[src/hdl/sfap_pkg.sv]
// ----------------------------------------------------------------------------
// Sprite frame player package
// Shared widths, codes and structures of the sprite frame animation player.
// ----------------------------------------------------------------------------
package sfap_pkg;

    localparam int FRAMES_DEF  = 16;
    localparam int TABLE_DEPTH = 16;
    localparam int FRAME_W     = 4;
    localparam int POS_W       = 24;
    localparam int DUR_W       = 16;
    localparam int SPEED_W     = 16;
    localparam int PRIO_W      = 8;
    localparam int ID_W        = 8;
    localparam int COUNT_W     = 5;

    localparam logic [SPEED_W-1:0] SPEED_NORMAL = 16'd256;
    localparam logic [COUNT_W-1:0] COUNT_MAX    = 5'd16;

    // Run states
    localparam logic [1:0] RUN_PAUSED = 2'd0;
    localparam logic [1:0] RUN_FWD    = 2'd1;
    localparam logic [1:0] RUN_BWD    = 2'd2;

    // Item kinds
    localparam logic [1:0] FUNC_TICK = 2'd0;
    localparam logic [1:0] FUNC_MSG  = 2'd1;
    localparam logic [1:0] FUNC_LOAD = 2'd2;

    // Message actions
    localparam logic [1:0] ACT_PAUSE    = 2'd0;
    localparam logic [1:0] ACT_STOP     = 2'd1;
    localparam logic [1:0] ACT_START    = 2'd2;
    localparam logic [1:0] ACT_CONTINUE = 2'd3;

    // Loop modes
    localparam logic [1:0] LOOP_ONESHOT  = 2'd0;
    localparam logic [1:0] LOOP_REPEAT   = 2'd1;
    localparam logic [1:0] LOOP_PINGPONG = 2'd2;

    // Configuration register indexes
    localparam logic CFG_WRAP_MODE   = 1'b0;
    localparam logic CFG_FRAME_COUNT = 1'b1;

    typedef struct packed {
        logic [1:0]         run;
        logic [1:0]         resume;
        logic [FRAME_W-1:0] frame;
        logic [POS_W-1:0]   pos;
        logic [SPEED_W-1:0] speed;
        logic [PRIO_W-1:0]  prio;
        logic [ID_W-1:0]    id;
    } anim_state_t;

    typedef struct packed {
        logic               pass;
        logic               stop;
        logic [POS_W-1:0]   pos;
        logic [FRAME_W-1:0] frame;
        logic [1:0]         run;
    } step_res_t;

endpackage

[src/hdl/sprite_frame_animation_player.sv]
// ----------------------------------------------------------------------------
// Sprite frame animation player
// Plays the frames of one animated sprite from a table of frame durations.
// ----------------------------------------------------------------------------
// Each input transaction is a tick, an animation message or a duration
// load, and each produces exactly one result transaction carrying the
// current frame, the play state and a saturation flag. Loads, messages and
// ticks that find the sprite paused or the frame count zero go from
// acceptance straight to the finish state. A tick on a playing sprite runs
// the multiply state, the add state and S compare steps, where S is the
// number of frames passed plus one closing compare (at most FRAMES + 1); a
// one-shot animation that runs off its end skips the closing compare. The
// multiply state multiplies the elapsed time by the speed, the add state adds
// the product into the position, and then a single shared compare and subtract
// unit walks the frames, one frame per cycle. The input side is not ready
// while an item is in work; the result sits in an output register, so a new
// transaction can be accepted while the previous result still waits downstream.
// ----------------------------------------------------------------------------
module sprite_frame_animation_player
    import sfap_pkg::*;
#(
    parameter int FRAMES = FRAMES_DEF
)
(
    input  logic               clk,
    input  logic               rst_n,
    // Input channel
    input  logic               in_valid,
    output logic               in_ready,
    input  logic [1:0]         func,
    input  logic [15:0]        delta_ms,
    input  logic [PRIO_W-1:0]  msg_priority,
    input  logic               msg_change_speed,
    input  logic [SPEED_W-1:0] msg_speed,
    input  logic [ID_W-1:0]    msg_animation_id,
    input  logic [1:0]         msg_action,
    input  logic [FRAME_W-1:0] frame_index,
    input  logic [DUR_W-1:0]   frame_ms,
    // Result channel
    output logic               out_valid,
    input  logic               out_ready,
    output logic [FRAME_W-1:0] current_frame,
    output logic [1:0]         play_state,
    output logic               position_saturated,
    // Configuration port
    input  logic               cfg_we,
    input  logic               cfg_index,
    input  logic [COUNT_W-1:0] cfg_data
);

    // The step counter must be able to hold FRAMES itself.
    localparam int STEP_W = $clog2(FRAMES + 1);

    localparam logic [2:0] S_IDLE = 3'd0;
    localparam logic [2:0] S_MUL  = 3'd1;
    localparam logic [2:0] S_ADD  = 3'd2;
    localparam logic [2:0] S_STEP = 3'd3;
    localparam logic [2:0] S_FIN  = 3'd4;

    logic [2:0]          state_reg, state_next;
    anim_state_t         anim_reg, anim_next;
    logic [DUR_W-1:0]    dur_table_reg [TABLE_DEPTH];
    logic [15:0]         delta_reg, delta_next;
    logic [31:0]         prod_reg, prod_next;
    logic [STEP_W-1:0]   steps_reg, steps_next;
    logic                sat_reg, sat_next;
    logic [1:0]          wrap_mode_reg;
    logic [COUNT_W-1:0]  frame_count_reg;

    logic                out_valid_reg, out_valid_next;
    logic [FRAME_W-1:0]  out_frame_reg;
    logic [1:0]          out_state_reg;
    logic                out_sat_reg;

    logic                in_fire;
    logic                out_load;
    anim_state_t         msg_state;
    step_res_t           step_res;
    logic [COUNT_W-1:0]  count;
    logic [FRAME_W-1:0]  last;
    logic [POS_W:0]      pos_sum;
    logic [32:0]         wide_sum;

    assign in_ready = (state_reg == S_IDLE);
    assign in_fire  = in_valid && in_ready;

    // A frame count above the table size acts as the table size.
    assign count = (frame_count_reg > COUNT_MAX) ? COUNT_MAX : frame_count_reg;
    assign last  = FRAME_W'(count - 1'b1);

    // The position plus product saturates at the largest Q16.8 value.
    assign wide_sum = {9'd0, anim_reg.pos} + {1'b0, prod_reg};
    assign pos_sum  = (wide_sum[32:POS_W] != '0) ? {1'b1, {POS_W{1'b1}}}
                                                 : {1'b0, wide_sum[POS_W-1:0]};

    sfap_msg u_msg (
        .cur              (anim_reg),
        .msg_priority     (msg_priority),
        .msg_change_speed (msg_change_speed),
        .msg_speed        (msg_speed),
        .msg_animation_id (msg_animation_id),
        .msg_action       (msg_action),
        .nxt              (msg_state)
    );

    sfap_frame_step u_step (
        .pos       (anim_reg.pos),
        .duration  (dur_table_reg[anim_reg.frame]),
        .frame     (anim_reg.frame),
        .last      (last),
        .run       (anim_reg.run),
        .wrap_mode (wrap_mode_reg),
        .res       (step_res)
    );

    // Sequencer: messages, loads and ticks that cannot play finish at acceptance;
    // playing ticks run the multiply, the saturating add and then one frame per cycle.
    always_comb
    begin
        state_next = state_reg;
        anim_next  = anim_reg;
        delta_next = delta_reg;
        prod_next  = prod_reg;
        steps_next = steps_reg;
        sat_next   = sat_reg;
        out_load   = 1'b0;
        case (state_reg)
            S_IDLE:
            begin
                if (in_fire)
                begin
                    sat_next   = 1'b0;
                    delta_next = delta_ms;
                    state_next = S_FIN;
                    if (func == FUNC_MSG)
                    begin
                        anim_next = msg_state;
                    end
                    else if (func == FUNC_TICK)
                    begin
                        if (anim_reg.run != RUN_PAUSED && count != '0)
                        begin
                            state_next = S_MUL;
                        end
                    end
                end
            end
            S_MUL:
            begin
                prod_next  = delta_reg * anim_reg.speed;
                state_next = S_ADD;
            end
            S_ADD:
            begin
                anim_next.pos = pos_sum[POS_W-1:0];
                sat_next      = pos_sum[POS_W];
                steps_next    = '0;
                state_next    = S_STEP;
            end
            S_STEP:
            begin
                if (!step_res.pass)
                begin
                    state_next = S_FIN;
                end
                else if (steps_reg == STEP_W'(FRAMES))
                begin
                    // Advance bound reached with time still left over.
                    sat_next   = 1'b1;
                    state_next = S_FIN;
                end
                else
                begin
                    steps_next      = steps_reg + 1'b1;
                    anim_next.pos   = step_res.pos;
                    anim_next.frame = step_res.frame;
                    anim_next.run   = step_res.run;
                    if (step_res.stop)
                    begin
                        state_next = S_FIN;
                    end
                end
            end
            S_FIN:
            begin
                if (!out_valid_reg || out_ready)
                begin
                    out_load   = 1'b1;
                    state_next = S_IDLE;
                end
            end
            default:
            begin
                state_next = S_IDLE;
            end
        endcase
    end

    always_comb
    begin
        out_valid_next = out_valid_reg;
        if (out_valid_reg && out_ready)
        begin
            out_valid_next = 1'b0;
        end
        if (out_load)
        begin
            out_valid_next = 1'b1;
        end
    end

    always_ff @(posedge clk or negedge rst_n)
    begin
        if (!rst_n)
        begin
            state_reg       <= S_IDLE;
            anim_reg.run    <= RUN_PAUSED;
            anim_reg.resume <= RUN_PAUSED;
            anim_reg.frame  <= '0;
            anim_reg.pos    <= '0;
            anim_reg.speed  <= SPEED_NORMAL;
            anim_reg.prio   <= '0;
            anim_reg.id     <= '0;
            steps_reg       <= '0;
            sat_reg         <= 1'b0;
            out_valid_reg   <= 1'b0;
            wrap_mode_reg   <= LOOP_REPEAT;
            frame_count_reg <= '0;
            for (int i = 0; i < TABLE_DEPTH; i++)
            begin
                dur_table_reg[i] <= '0;
            end
        end
        else
        begin
            state_reg     <= state_next;
            anim_reg      <= anim_next;
            steps_reg     <= steps_next;
            sat_reg       <= sat_next;
            out_valid_reg <= out_valid_next;
            if (in_fire && func == FUNC_LOAD)
            begin
                dur_table_reg[frame_index] <= frame_ms;
            end
            if (cfg_we)
            begin
                case (cfg_index)
                    CFG_WRAP_MODE:   wrap_mode_reg   <= cfg_data[1:0];
                    CFG_FRAME_COUNT: frame_count_reg <= cfg_data;
                    default:         wrap_mode_reg   <= wrap_mode_reg;
                endcase
            end
        end
    end

    // Payload registers need no reset.
    always_ff @(posedge clk)
    begin
        delta_reg <= delta_next;
        prod_reg  <= prod_next;
        if (out_load)
        begin
            out_frame_reg <= anim_reg.frame;
            out_state_reg <= anim_reg.run;
            out_sat_reg   <= sat_reg;
        end
    end

    assign out_valid          = out_valid_reg;
    assign current_frame      = out_frame_reg;
    assign play_state         = out_state_reg;
    assign position_saturated = out_sat_reg;

endmodule

[src/hdl/sfap_msg.sv]
// ----------------------------------------------------------------------------
// Animation message decoder
// Computes the player state after an animation message.
// ----------------------------------------------------------------------------
module sfap_msg
    import sfap_pkg::*;
(
    input  anim_state_t        cur,
    input  logic [PRIO_W-1:0]  msg_priority,
    input  logic               msg_change_speed,
    input  logic [SPEED_W-1:0] msg_speed,
    input  logic [ID_W-1:0]    msg_animation_id,
    input  logic [1:0]         msg_action,
    output anim_state_t        nxt
);

    logic       accept;
    logic [1:0] act;

    always_comb
    begin
        nxt    = cur;
        act    = msg_action;
        accept = (msg_priority >= cur.prio) || (cur.run == RUN_PAUSED);
        if (accept)
        begin
            if (msg_change_speed)
            begin
                nxt.speed = msg_speed;
            end
            // A different animation turns continue into a restart from the first frame.
            if (msg_animation_id != cur.id)
            begin
                nxt.id = msg_animation_id;
                if (act == ACT_CONTINUE)
                begin
                    act = ACT_START;
                end
            end
            nxt.prio = msg_priority;
            case (act)
                ACT_PAUSE:
                begin
                    if (cur.run != RUN_PAUSED)
                    begin
                        nxt.resume = cur.run;
                        nxt.run    = RUN_PAUSED;
                    end
                end
                ACT_STOP:
                begin
                    nxt.resume = RUN_PAUSED;
                    nxt.run    = RUN_PAUSED;
                    nxt.frame  = '0;
                    nxt.pos    = '0;
                end
                ACT_START:
                begin
                    nxt.run   = RUN_FWD;
                    nxt.frame = '0;
                    nxt.pos   = '0;
                end
                default:
                begin
                    if (cur.run == RUN_PAUSED)
                    begin
                        if (cur.resume == RUN_PAUSED)
                        begin
                            nxt.resume = RUN_FWD;
                            nxt.run    = RUN_FWD;
                        end
                        else
                        begin
                            nxt.run = cur.resume;
                        end
                    end
                end
            endcase
        end
    end

endmodule

[src/hdl/sfap_frame_step.sv]
// ----------------------------------------------------------------------------
// Frame step unit
// One compare and subtract of the position against a frame duration, and
// the frame and direction that follow in the selected loop mode.
// ----------------------------------------------------------------------------
module sfap_frame_step
    import sfap_pkg::*;
(
    input  logic [POS_W-1:0]   pos,
    input  logic [DUR_W-1:0]   duration,
    input  logic [FRAME_W-1:0] frame,
    input  logic [FRAME_W-1:0] last,
    input  logic [1:0]         run,
    input  logic [1:0]         wrap_mode,
    output step_res_t          res
);

    logic [POS_W-1:0] dur_fixed;

    assign dur_fixed = {duration, 8'd0};

    always_comb
    begin
        res.pass  = pos > dur_fixed;
        res.pos   = pos - dur_fixed;
        res.frame = frame;
        res.run   = run;
        res.stop  = 1'b0;
        case (wrap_mode)
            LOOP_PINGPONG:
            begin
                if (run == RUN_FWD)
                begin
                    if (frame < last)
                    begin
                        res.frame = frame + 1'b1;
                    end
                    else
                    begin
                        if (frame != '0)
                        begin
                            res.frame = frame - 1'b1;
                        end
                        res.run = RUN_BWD;
                    end
                end
                else
                begin
                    if (frame != '0)
                    begin
                        res.frame = frame - 1'b1;
                    end
                    else
                    begin
                        if (last != '0)
                        begin
                            res.frame = FRAME_W'(1);
                        end
                        res.run = RUN_FWD;
                    end
                end
            end
            LOOP_REPEAT:
            begin
                if (run == RUN_FWD)
                begin
                    res.frame = (frame < last) ? frame + 1'b1 : '0;
                end
                else
                begin
                    res.frame = (frame != '0) ? frame - 1'b1 : last;
                end
            end
            LOOP_ONESHOT:
            begin
                if (run == RUN_FWD)
                begin
                    if (frame < last)
                    begin
                        res.frame = frame + 1'b1;
                    end
                    else
                    begin
                        res.run  = RUN_PAUSED;
                        res.stop = 1'b1;
                    end
                end
                else
                begin
                    if (frame != '0)
                    begin
                        res.frame = frame - 1'b1;
                    end
                    else
                    begin
                        res.run  = RUN_PAUSED;
                        res.stop = 1'b1;
                    end
                end
            end
            default:
            begin
                // The unused mode consumes time but holds the frame.
            end
        endcase
    end

endmodule

[config.mk]
export PLATFORM = sky130hd
export DESIGN_NAME = sprite_frame_animation_player
export DESIGN_NICKNAME = d
export VERILOG_FILES = /design/src/hdl/sfap_pkg.sv /design/src/hdl/sprite_frame_animation_player.sv /design/src/hdl/sfap_msg.sv /design/src/hdl/sfap_frame_step.sv
export SDC_FILE = /design/constraint.sdc
export NUM_CORES = 1
export LEC_CHECK = 0
export BUFFER_PORTS_ARGS = -buffer_cell sky130_fd_sc_hd__buf_4
export CELL_PAD_IN_SITES_DETAIL_PLACEMENT = 1
export CELL_PAD_IN_SITES_GLOBAL_PLACEMENT = 2
export CORE_UTILIZATION = 44
export CTS_BUF_LIST = sky130_fd_sc_hd__clkbuf_16
export CTS_CLUSTER_DIAMETER = 80
export CTS_CLUSTER_SIZE = 25
export DETAILED_ROUTE_END_ITERATION = 7
export PLACE_DENSITY_LB_ADDON = 0.1
export SETUP_SLACK_MARGIN = 0.2
export SYNTH_ARGS = -nofsm -noshare
export SYNTH_HDL_FRONTEND = slang
export SYNTH_SLANG_ARGS = --single-unit
[constraint.sdc]
create_clock -name clk -period 6.6 [get_ports clk]
set_input_delay 0.33 -clock clk [delete_from_list [all_inputs] [get_ports clk]]
set_output_delay 0.33 -clock clk [all_outputs]
set_load 0.02 [all_outputs]
==> results of run 1 <==
## layer usage
layer  up-vias  global-route usage [%]
met1     10500                    34.9
met2       257                    39.5
met5         -                       0
met4         2                    3.99
met3        74                    2.99
li1       9017                       -
## path summary, 6_finish.rpt
kind,startpoint,endpoint,slack [ns]
max in group asynchronous,rst_n,anim_reg[27],4.69
min in group asynchronous,rst_n,anim_reg[12],0.34
min reg2reg,dur_table_reg[220],dur_table_reg[220],0.50
min,msg_speed[1],anim_reg[17],0.04
max reg2reg,delta_reg[6],prod_reg[31],0.39
max,delta_reg[6],prod_reg[31],0.39
## per-stage QoR
step / hold WS [ns] / util [%] / instance area (µm²)
after floorplan: 0.0344 / - / 28800
after global placement: 0.409 / 47.2 / 30400
after detailed placement: 0.426 / 47.2 / 30400
after CTS: 0.0153 / 50.0 / 32200
after global routing: 0.0215 / 50.3 / 32400
final: 0.0407 / 50.3 / 32400
## timing repair
item                                    in CTS  in global routing
hold buffers                                50                  0
endpoints found under the setup margin       2                  9
pin swaps                                    0                  4
gates resized for setup                      2                 28
endpoints found under the hold margin      157                  0
buffers inserted                            10                 12
## layout make-up
class	instances	area, µm²
Fill cell	6804	32100
Multi-Input combinational cell	1735	17100
Sequential cell	392	10100
Timing Repair Buffer	229	1880
Tap cell	855	1070
Inverter	275	1030
Clock buffer	34	851
Clock inverter	25	353
## kinds of logic after synthesis
kind of cell	share of synthesized area, %
compound gates	7.99
xor+xnor	2.07
fa+ha+maj	20.7
buf+inv	5.76
flops	35.1
mux	18.0
simple gates	10.4
## Yosys cell counts, types with 13 or more instances
library cell	count
nand2b_1	16
a21o_1	18
buf_2	21
clkbuf_1	84
and2_1	125
mux4_2	80
a31oi_1	17
xor2_1	26
a211oi_1	18
nor3_1	23
nand2_1	237
fa_1	196
mux2_2	291
a21oi_1	73
ha_1	163
nand4_1	20
xnor2_1	42
o21ai_0	58
edfxtp_1	55
o21a_1	20
nor2_1	79
nand3_1	23
dfrtp_1	335
o211ai_1	13
inv_1	275
==> summary.txt, run 1 <==
Top layer in use: met5
Core area: 0.0645 mm²
Clk root buf: clkbuf_16
Endpoints failing hold: 0
Die area: 0.0664 mm²
Max-slew headroom: 30.7%
Ant. Diodes: 0
Count of cell types in the netlist: 100
Mean Syn Cell Area: 11.3 µm²
Initial antenna violation count: 1
CTS max path bufs: 3
Crit path capture type: register
Ordered list of cells on the worst path: nand2_1, fa_1, inv_1, fa_1, inv_1, fa_1, inv_1, fa_1, fa_1, inv_1, fa_1, inv_1, ha_1, and3_2, a311oi_4, a21oi_2, o211ai_1, a21oi_2, a211oi_2, a21oi_1, xnor2_1
Clock slew at reported path FFs: 0.08 ns
Crit path time final: 6.21 ns
Most frequent CP cell: fa_1
Ranking of synthesized cells by area: dfrtp_1 29%, fa_1 14%, mux2_2 11%
Die width: 258 µm
Drt via density: 5.61
Syn Inst Count: 2534
Tot GR Track Use: 24.1%
Layout Cells excl Fill: 3545
Wl on met1: 36600 µm
Routability cong.: 0.865
Levels on crit path: 21
Port bufs: 92
Period Utilization, post-route: 94.0%
Post-synth EDFFs: 55
Final worst setup slack: 0.395 ns
Share of synthesized registers carrying an async set or reset: 86.0%
IO Pins: 93
Status: complete, no violations
CTS tree: done
CTS buffer count: 34
Drt first pass iters: 5
Largest net degree at the start of global routing: 169
Max reg flops: 256
Share of layout cells above drive strength 1: 25.5%
Crit Path Class: reg2reg
Critical Path RT: 6.93 ns
Setup violators final: 0
Setup Skew: 0.0359 ns
Std cell rows: 93
CP arrival: 6.54 ns
DR DRC count: 0
Post-synth top area share: 29.2%
Routed len/inst: 21.9 µm
Remaining Overflow, GRT: 0
Metal2 WL: 37500 µm
DP HPWL: 56800 µm
Pre-CTS setup slack: 0.0547 ns
Max frequency: 161 MHz
CTS H-Tree Depth: 2
Syn Nets: 2977
Die height: 258 µm
Register area share after synthesis: 35.1%
Max-cap viol count: 0
CP top delay family: adder cells
Slew @ Worst Pin: 1.04 ns
Largest area contributor in the netlist: dfrtp_1
Commonest non-fill, non-tap cells in the layout: 325 x dfrtp_1, 291 x mux2_2, 275 x inv_1, 237 x nand2_1, 196 x fa_1
Area growth from synthesis to final layout: 12.7%
Placed Instances: 3414
Reg2Reg Depth: 21
Hold depth: 2
Commonest non-fill, non-tap cell in the layout: dfrtp_1
Clock Sinks: 392
Antenna viol nets, final: 0
Critical path buffers and inverters: 5
Unrepaired setup endpoints after global routing: yes
Max Transition Viols Final: 0
Number of global-route vias before repair: 22000
Synth Cell Area: 0.0288 mm²
Vias post-DR: 19900
Max stage delay on crit path: 0.56 ns
Synth warnings: 0
Main flop type after synthesis: dfrtp_1
Nets@finish: 3110
Worst setup SP type: register
DRT Wirelength: 77500 µm
Max FO, Critical Path: 7
DR WL met3: 2440 µm
Final TNS setup: 0 ns
Drt first-iter violations: 1086
Initial Util: 44.6%
Slowest stage cell, crit path: edfxtp_1
Synth Register Bits: 392
Worst hold path class: in2reg
Skew-Pair Late Insertion Delay: 0.60 ns
First-pass GRT wire length: 126000 µm
Power of run 1 is not shown: default switching activity piles up to over one toggle a cycle in this logic, so the estimate is an artifact.
==> run 2, diff against run 1 <==
- HOLD_SLACK_MARGIN: not set -> 0.06
==> summary.txt, run 2 (same netlist as run 1, synthesis figures left out) <==
Final TNS setup: 0 ns
Die height: 258 µm
IO Pins: 93
Crit path capture type: register
Largest net degree at the start of global routing: 169
Placed Instances: 3414
CTS max path bufs: 3
Max FO, Critical Path: 7
Worst hold path class: in2reg
Slowest stage cell, crit path: edfxtp_1
Clock Sinks: 392
Routed len/inst: 21.8 µm
Max-cap viol count: 0
Vias post-DR: 19900
Drt via density: 5.60
Commonest non-fill, non-tap cells in the layout: 325 x dfrtp_1, 291 x mux2_2, 275 x inv_1, 237 x nand2_1, 196 x fa_1
Std cell rows: 93
Share of layout cells above drive strength 1: 25.3%
Drt first-iter violations: 1038
Area growth from synthesis to final layout: 13.2%
Crit path time final: 6.19 ns
Clock slew at reported path FFs: 0.10 ns
Endpoints failing hold: 0
DP HPWL: 56800 µm
Die area: 0.0664 mm²
Nets@finish: 3126
DRT Wirelength: 77700 µm
Die width: 258 µm
Most frequent CP cell: fa_1
Ant. Diodes: 0
CP arrival: 6.52 ns
DR DRC count: 0
Slew @ Worst Pin: 1.04 ns
Critical Path RT: 6.93 ns
CTS buffer count: 34
Drt first pass iters: 5
Worst setup SP type: register
Ordered list of cells on the worst path: nand2_1, fa_1, inv_1, fa_1, inv_1, fa_1, inv_1, fa_1, fa_1, inv_1, fa_1, inv_1, ha_1, and3_2, a311oi_4, a21oi_2, o211ai_1, a21oi_2, a211oi_2, a21oi_1, xnor2_1
Commonest non-fill, non-tap cell in the layout: dfrtp_1
Layout Cells excl Fill: 3561
Setup Skew: 0.0380 ns
Crit Path Class: reg2reg
Antenna viol nets, final: 0
Initial antenna violation count: 1
GR peak layer: met2
Number of global-route vias before repair: 22000
Max Transition Viols Final: 0
First-pass GRT wire length: 126000 µm
Tot GR Track Use: 24.2%
Period Utilization, post-route: 93.8%
Core Util, Final: 50.5%
Max-slew headroom: 30.5%
Met2 Use GR: 39.5%
Unrepaired setup endpoints after global routing: yes
Max reg flops: 256
CTS tree: done
Remaining Overflow, GRT: 0
Clk root buf: clkbuf_16
Core area: 0.0645 mm²
Skew-Pair Late Insertion Delay: 0.60 ns
Met1 Use GR: 35.0%
Status: complete, no violations
Initial Util: 44.6%
CTS H-Tree Depth: 2
Port bufs: 92
Max stage delay on crit path: 0.55 ns
Routability cong.: 0.865
M3 GR Usage: 2.84%
Max frequency: 162 MHz
Setup violators final: 0
## run 2: final timing paths
check,startpoint,end,slack (ns),cells after the start
worst max register to register,delta_reg[6],prod_reg[31],0.41,21
max in group asynchronous,rst_n,anim_reg[27],4.69,3
worst min register to register,dur_table_reg[220],dur_table_reg[220],0.50,1
worst max-delay path,delta_reg[6],prod_reg[31],0.41,21
min in group asynchronous,rst_n,anim_reg[12],0.34,2
worst min-delay path,frame_ms[0],dur_table_reg[144],0.1,2
## run 2: per-layer routing
metal  up-vias  wire (µm)
met1     10600      37000
met5         -         17
met3        71       2280
met2       250      37500
met4         2       1010
li1       9051          -
## run 2: timing repair
item / CTS / global route
hold buffers: 66 / 0
hold endpoints to repair: 246 / 0
setup buffers: 10 / 12
pin swaps: 0 / 4
setup endpoints to repair: 2 / 9
gates resized for setup: 2 / 28
## run 2: stage by stage
step | setup WS, ns | area, µm² | hold slack (ns)
2_1_floorplan | 0.532 | 28800 | 0.0344
3_3_place_gp | 0.219 | 30400 | 0.409
3_5_place_dp | 0.0547 | 30400 | 0.426
4_1_cts | 0.249 | 32400 | 0.0611
5_1_grt | 0.123 | 32600 | 0.0902
6_report | 0.409 | 32600 | 0.0959
## run 2: layout make-up
cell class	count	area, µm²
multi-input combinational	1735	17100
tap	855	1070
timing repair buffer	245	2040
fill	6800	31900
clock inverter	25	353
inverter	275	1030
sequential	392	10100
clock buffer	34	851
## run 2: critical path: cells and delay by family, from the launching register on
family / cells / cell delay, ns
XOR/XNOR: 1 / 0.14
AND/OR/NAND/NOR: 2 / 0.38
AO/OA/AOI/OAI: 6 / 1.32
buffers and inverters: 5 / 0.26
adder cells (fa/ha/maj): 7 / 3.30
flip-flops: 1 / 0.55
Power of run 2 is left out for the same reason.
==> run 3, diff against run 2 <==
- RECOVER_POWER: not set -> 50
- SLEW_MARGIN: not set -> 20
==> summary.txt, run 3 (same netlist as run 1, synthesis figures left out) <==
Status: finished with violations
Failing checks: capacitance limit, slew limit
Max FO, Critical Path: 7
Max-cap viol count: 3
Clock Sinks: 392
Commonest non-fill, non-tap cell in the layout: dfrtp_1
Crit path capture type: register
Setup violators final: 0
Wl on met1: 36700 µm
Max Transition Viols Final: 265
Max frequency: 161 MHz
Share of layout cells above drive strength 1: 24.8%
Drt first pass iters: 5
Vias post-DR: 20000
Ant. Diodes: 0
Commonest non-fill, non-tap cells in the layout: 325 x dfrtp_1, 291 x mux2_2, 275 x inv_1, 237 x nand2_1, 196 x fa_1
Largest net degree at the start of global routing: 169
Core area: 0.0645 mm²
Final TNS setup: 0 ns
First-pass GRT wire length: 126000 µm
Routability cong.: 0.865
Crit Path Class: reg2reg
Critical Path RT: 6.93 ns
IO Pins: 93
DP HPWL: 56800 µm
Max-slew headroom: -177%
Worst setup SP type: register
Slew @ Worst Pin: 4.15 ns
Clock slew at reported path FFs: 0.09 ns
Period Utilization, post-route: 94.0%
Drt via density: 5.60
Placed Instances: 3414
Max stage delay on crit path: 0.56 ns
CP top delay family: adder cells
CTS tree: done
Unrepaired setup endpoints after global routing: yes
Skew-Pair Late Insertion Delay: 0.60 ns
Layout Cells excl Fill: 3561
Initial Util: 44.6%
Critical path buffers and inverters: 5
Setup Skew: 0.0377 ns
DR WL met3: 2440 µm
Most frequent CP cell: fa_1
Area growth from synthesis to final layout: 13.0%
Metal2 WL: 37600 µm
CP arrival: 6.53 ns
DR DRC count: 0
Port bufs: 92
Die area: 0.0664 mm²
Tot GR Track Use: 24.2%
Slowest stage cell, crit path: edfxtp_1
CTS max path bufs: 3
DRT Wirelength: 77800 µm
Number of global-route vias before repair: 22000
Clk root buf: clkbuf_16
Antenna viol nets, final: 0
Routed len/inst: 21.8 µm
Endpoints failing hold: 0
Worst hold path class: in2reg
Drt first-iter violations: 1009
Crit path time final: 6.20 ns
Remaining Overflow, GRT: 0
Die height: 258 µm
Initial antenna violation count: 1
CTS buffer count: 34
Std cell rows: 93
Top layer in use: met5
Die width: 258 µm
Max reg flops: 256
Nets@finish: 3126
Ordered list of cells on the worst path: nand2_1, fa_1, inv_1, fa_1, inv_1, fa_1, inv_1, fa_1, fa_1, inv_1, fa_1, inv_1, ha_1, and3_2, a311oi_4, a21oi_2, o211ai_1, a21oi_2, a211oi_2, a21oi_1, xnor2_1
CTS H-Tree Depth: 2
## run 3: worst paths after layout
kind / slack (ns) / startpoint / depth (start not counted) / to
max in group asynchronous: 1.59 / rst_n / 3 / anim_reg[27]
min in group asynchronous: 0.33 / rst_n / 2 / anim_reg[12]
min reg2reg: 0.50 / dur_table_reg[220] / 1 / dur_table_reg[220]
max: 0.40 / delta_reg[6] / 21 / prod_reg[31]
min: 0.11 / frame_ms[9] / 2 / dur_table_reg[153]
max reg2reg: 0.40 / delta_reg[6] / 21 / prod_reg[31]
## run 3: metrics by stage
step / instance area [µm²] / setup WS (ns) / utilization (%) / hold slack (ns)
after global placement: 30400 / 0.219 / 47.2 / 0.409
after floorplan: 28800 / 0.532 / - / 0.0344
final: 32500 / 0.396 / 50.4 / 0.106
after detailed placement: 30400 / 0.0547 / 47.2 / 0.426
after global routing: 32500 / 0.123 / 50.4 / 0.0902
after CTS: 32400 / 0.249 / 50.2 / 0.0611
## run 3: cell type report
type	count	area [µm²]
Fill cell	6810	32000
Clock buffer	34	851
Inverter	275	1030
Sequential cell	392	10100
Tap cell	855	1070
Timing Repair Buffer	245	1970
Multi-Input combinational cell	1735	17100
Clock inverter	25	353
## run 3: timing repair
| action | 4_1_cts | 5_1_grt |
|---|---|---|
| setup buffers | 10 | 12 |
| pin swaps | 0 | 4 |
| endpoints found under the setup margin | 2 | 9 |
| gates cloned | 0 | 0 |
| endpoints found under the hold margin | 246 | 0 |
| resized for setup | 2 | 28 |
| hold buffers | 66 | 0 |
## run 3: routing by layer
metal	vias up	track usage (%)
met2	279	39.5
li1	9050	-
met4	2	3.99
met3	73	2.84
met1	10600	35.0
met5	-	0
Power of run 3 is left out for the same reason.
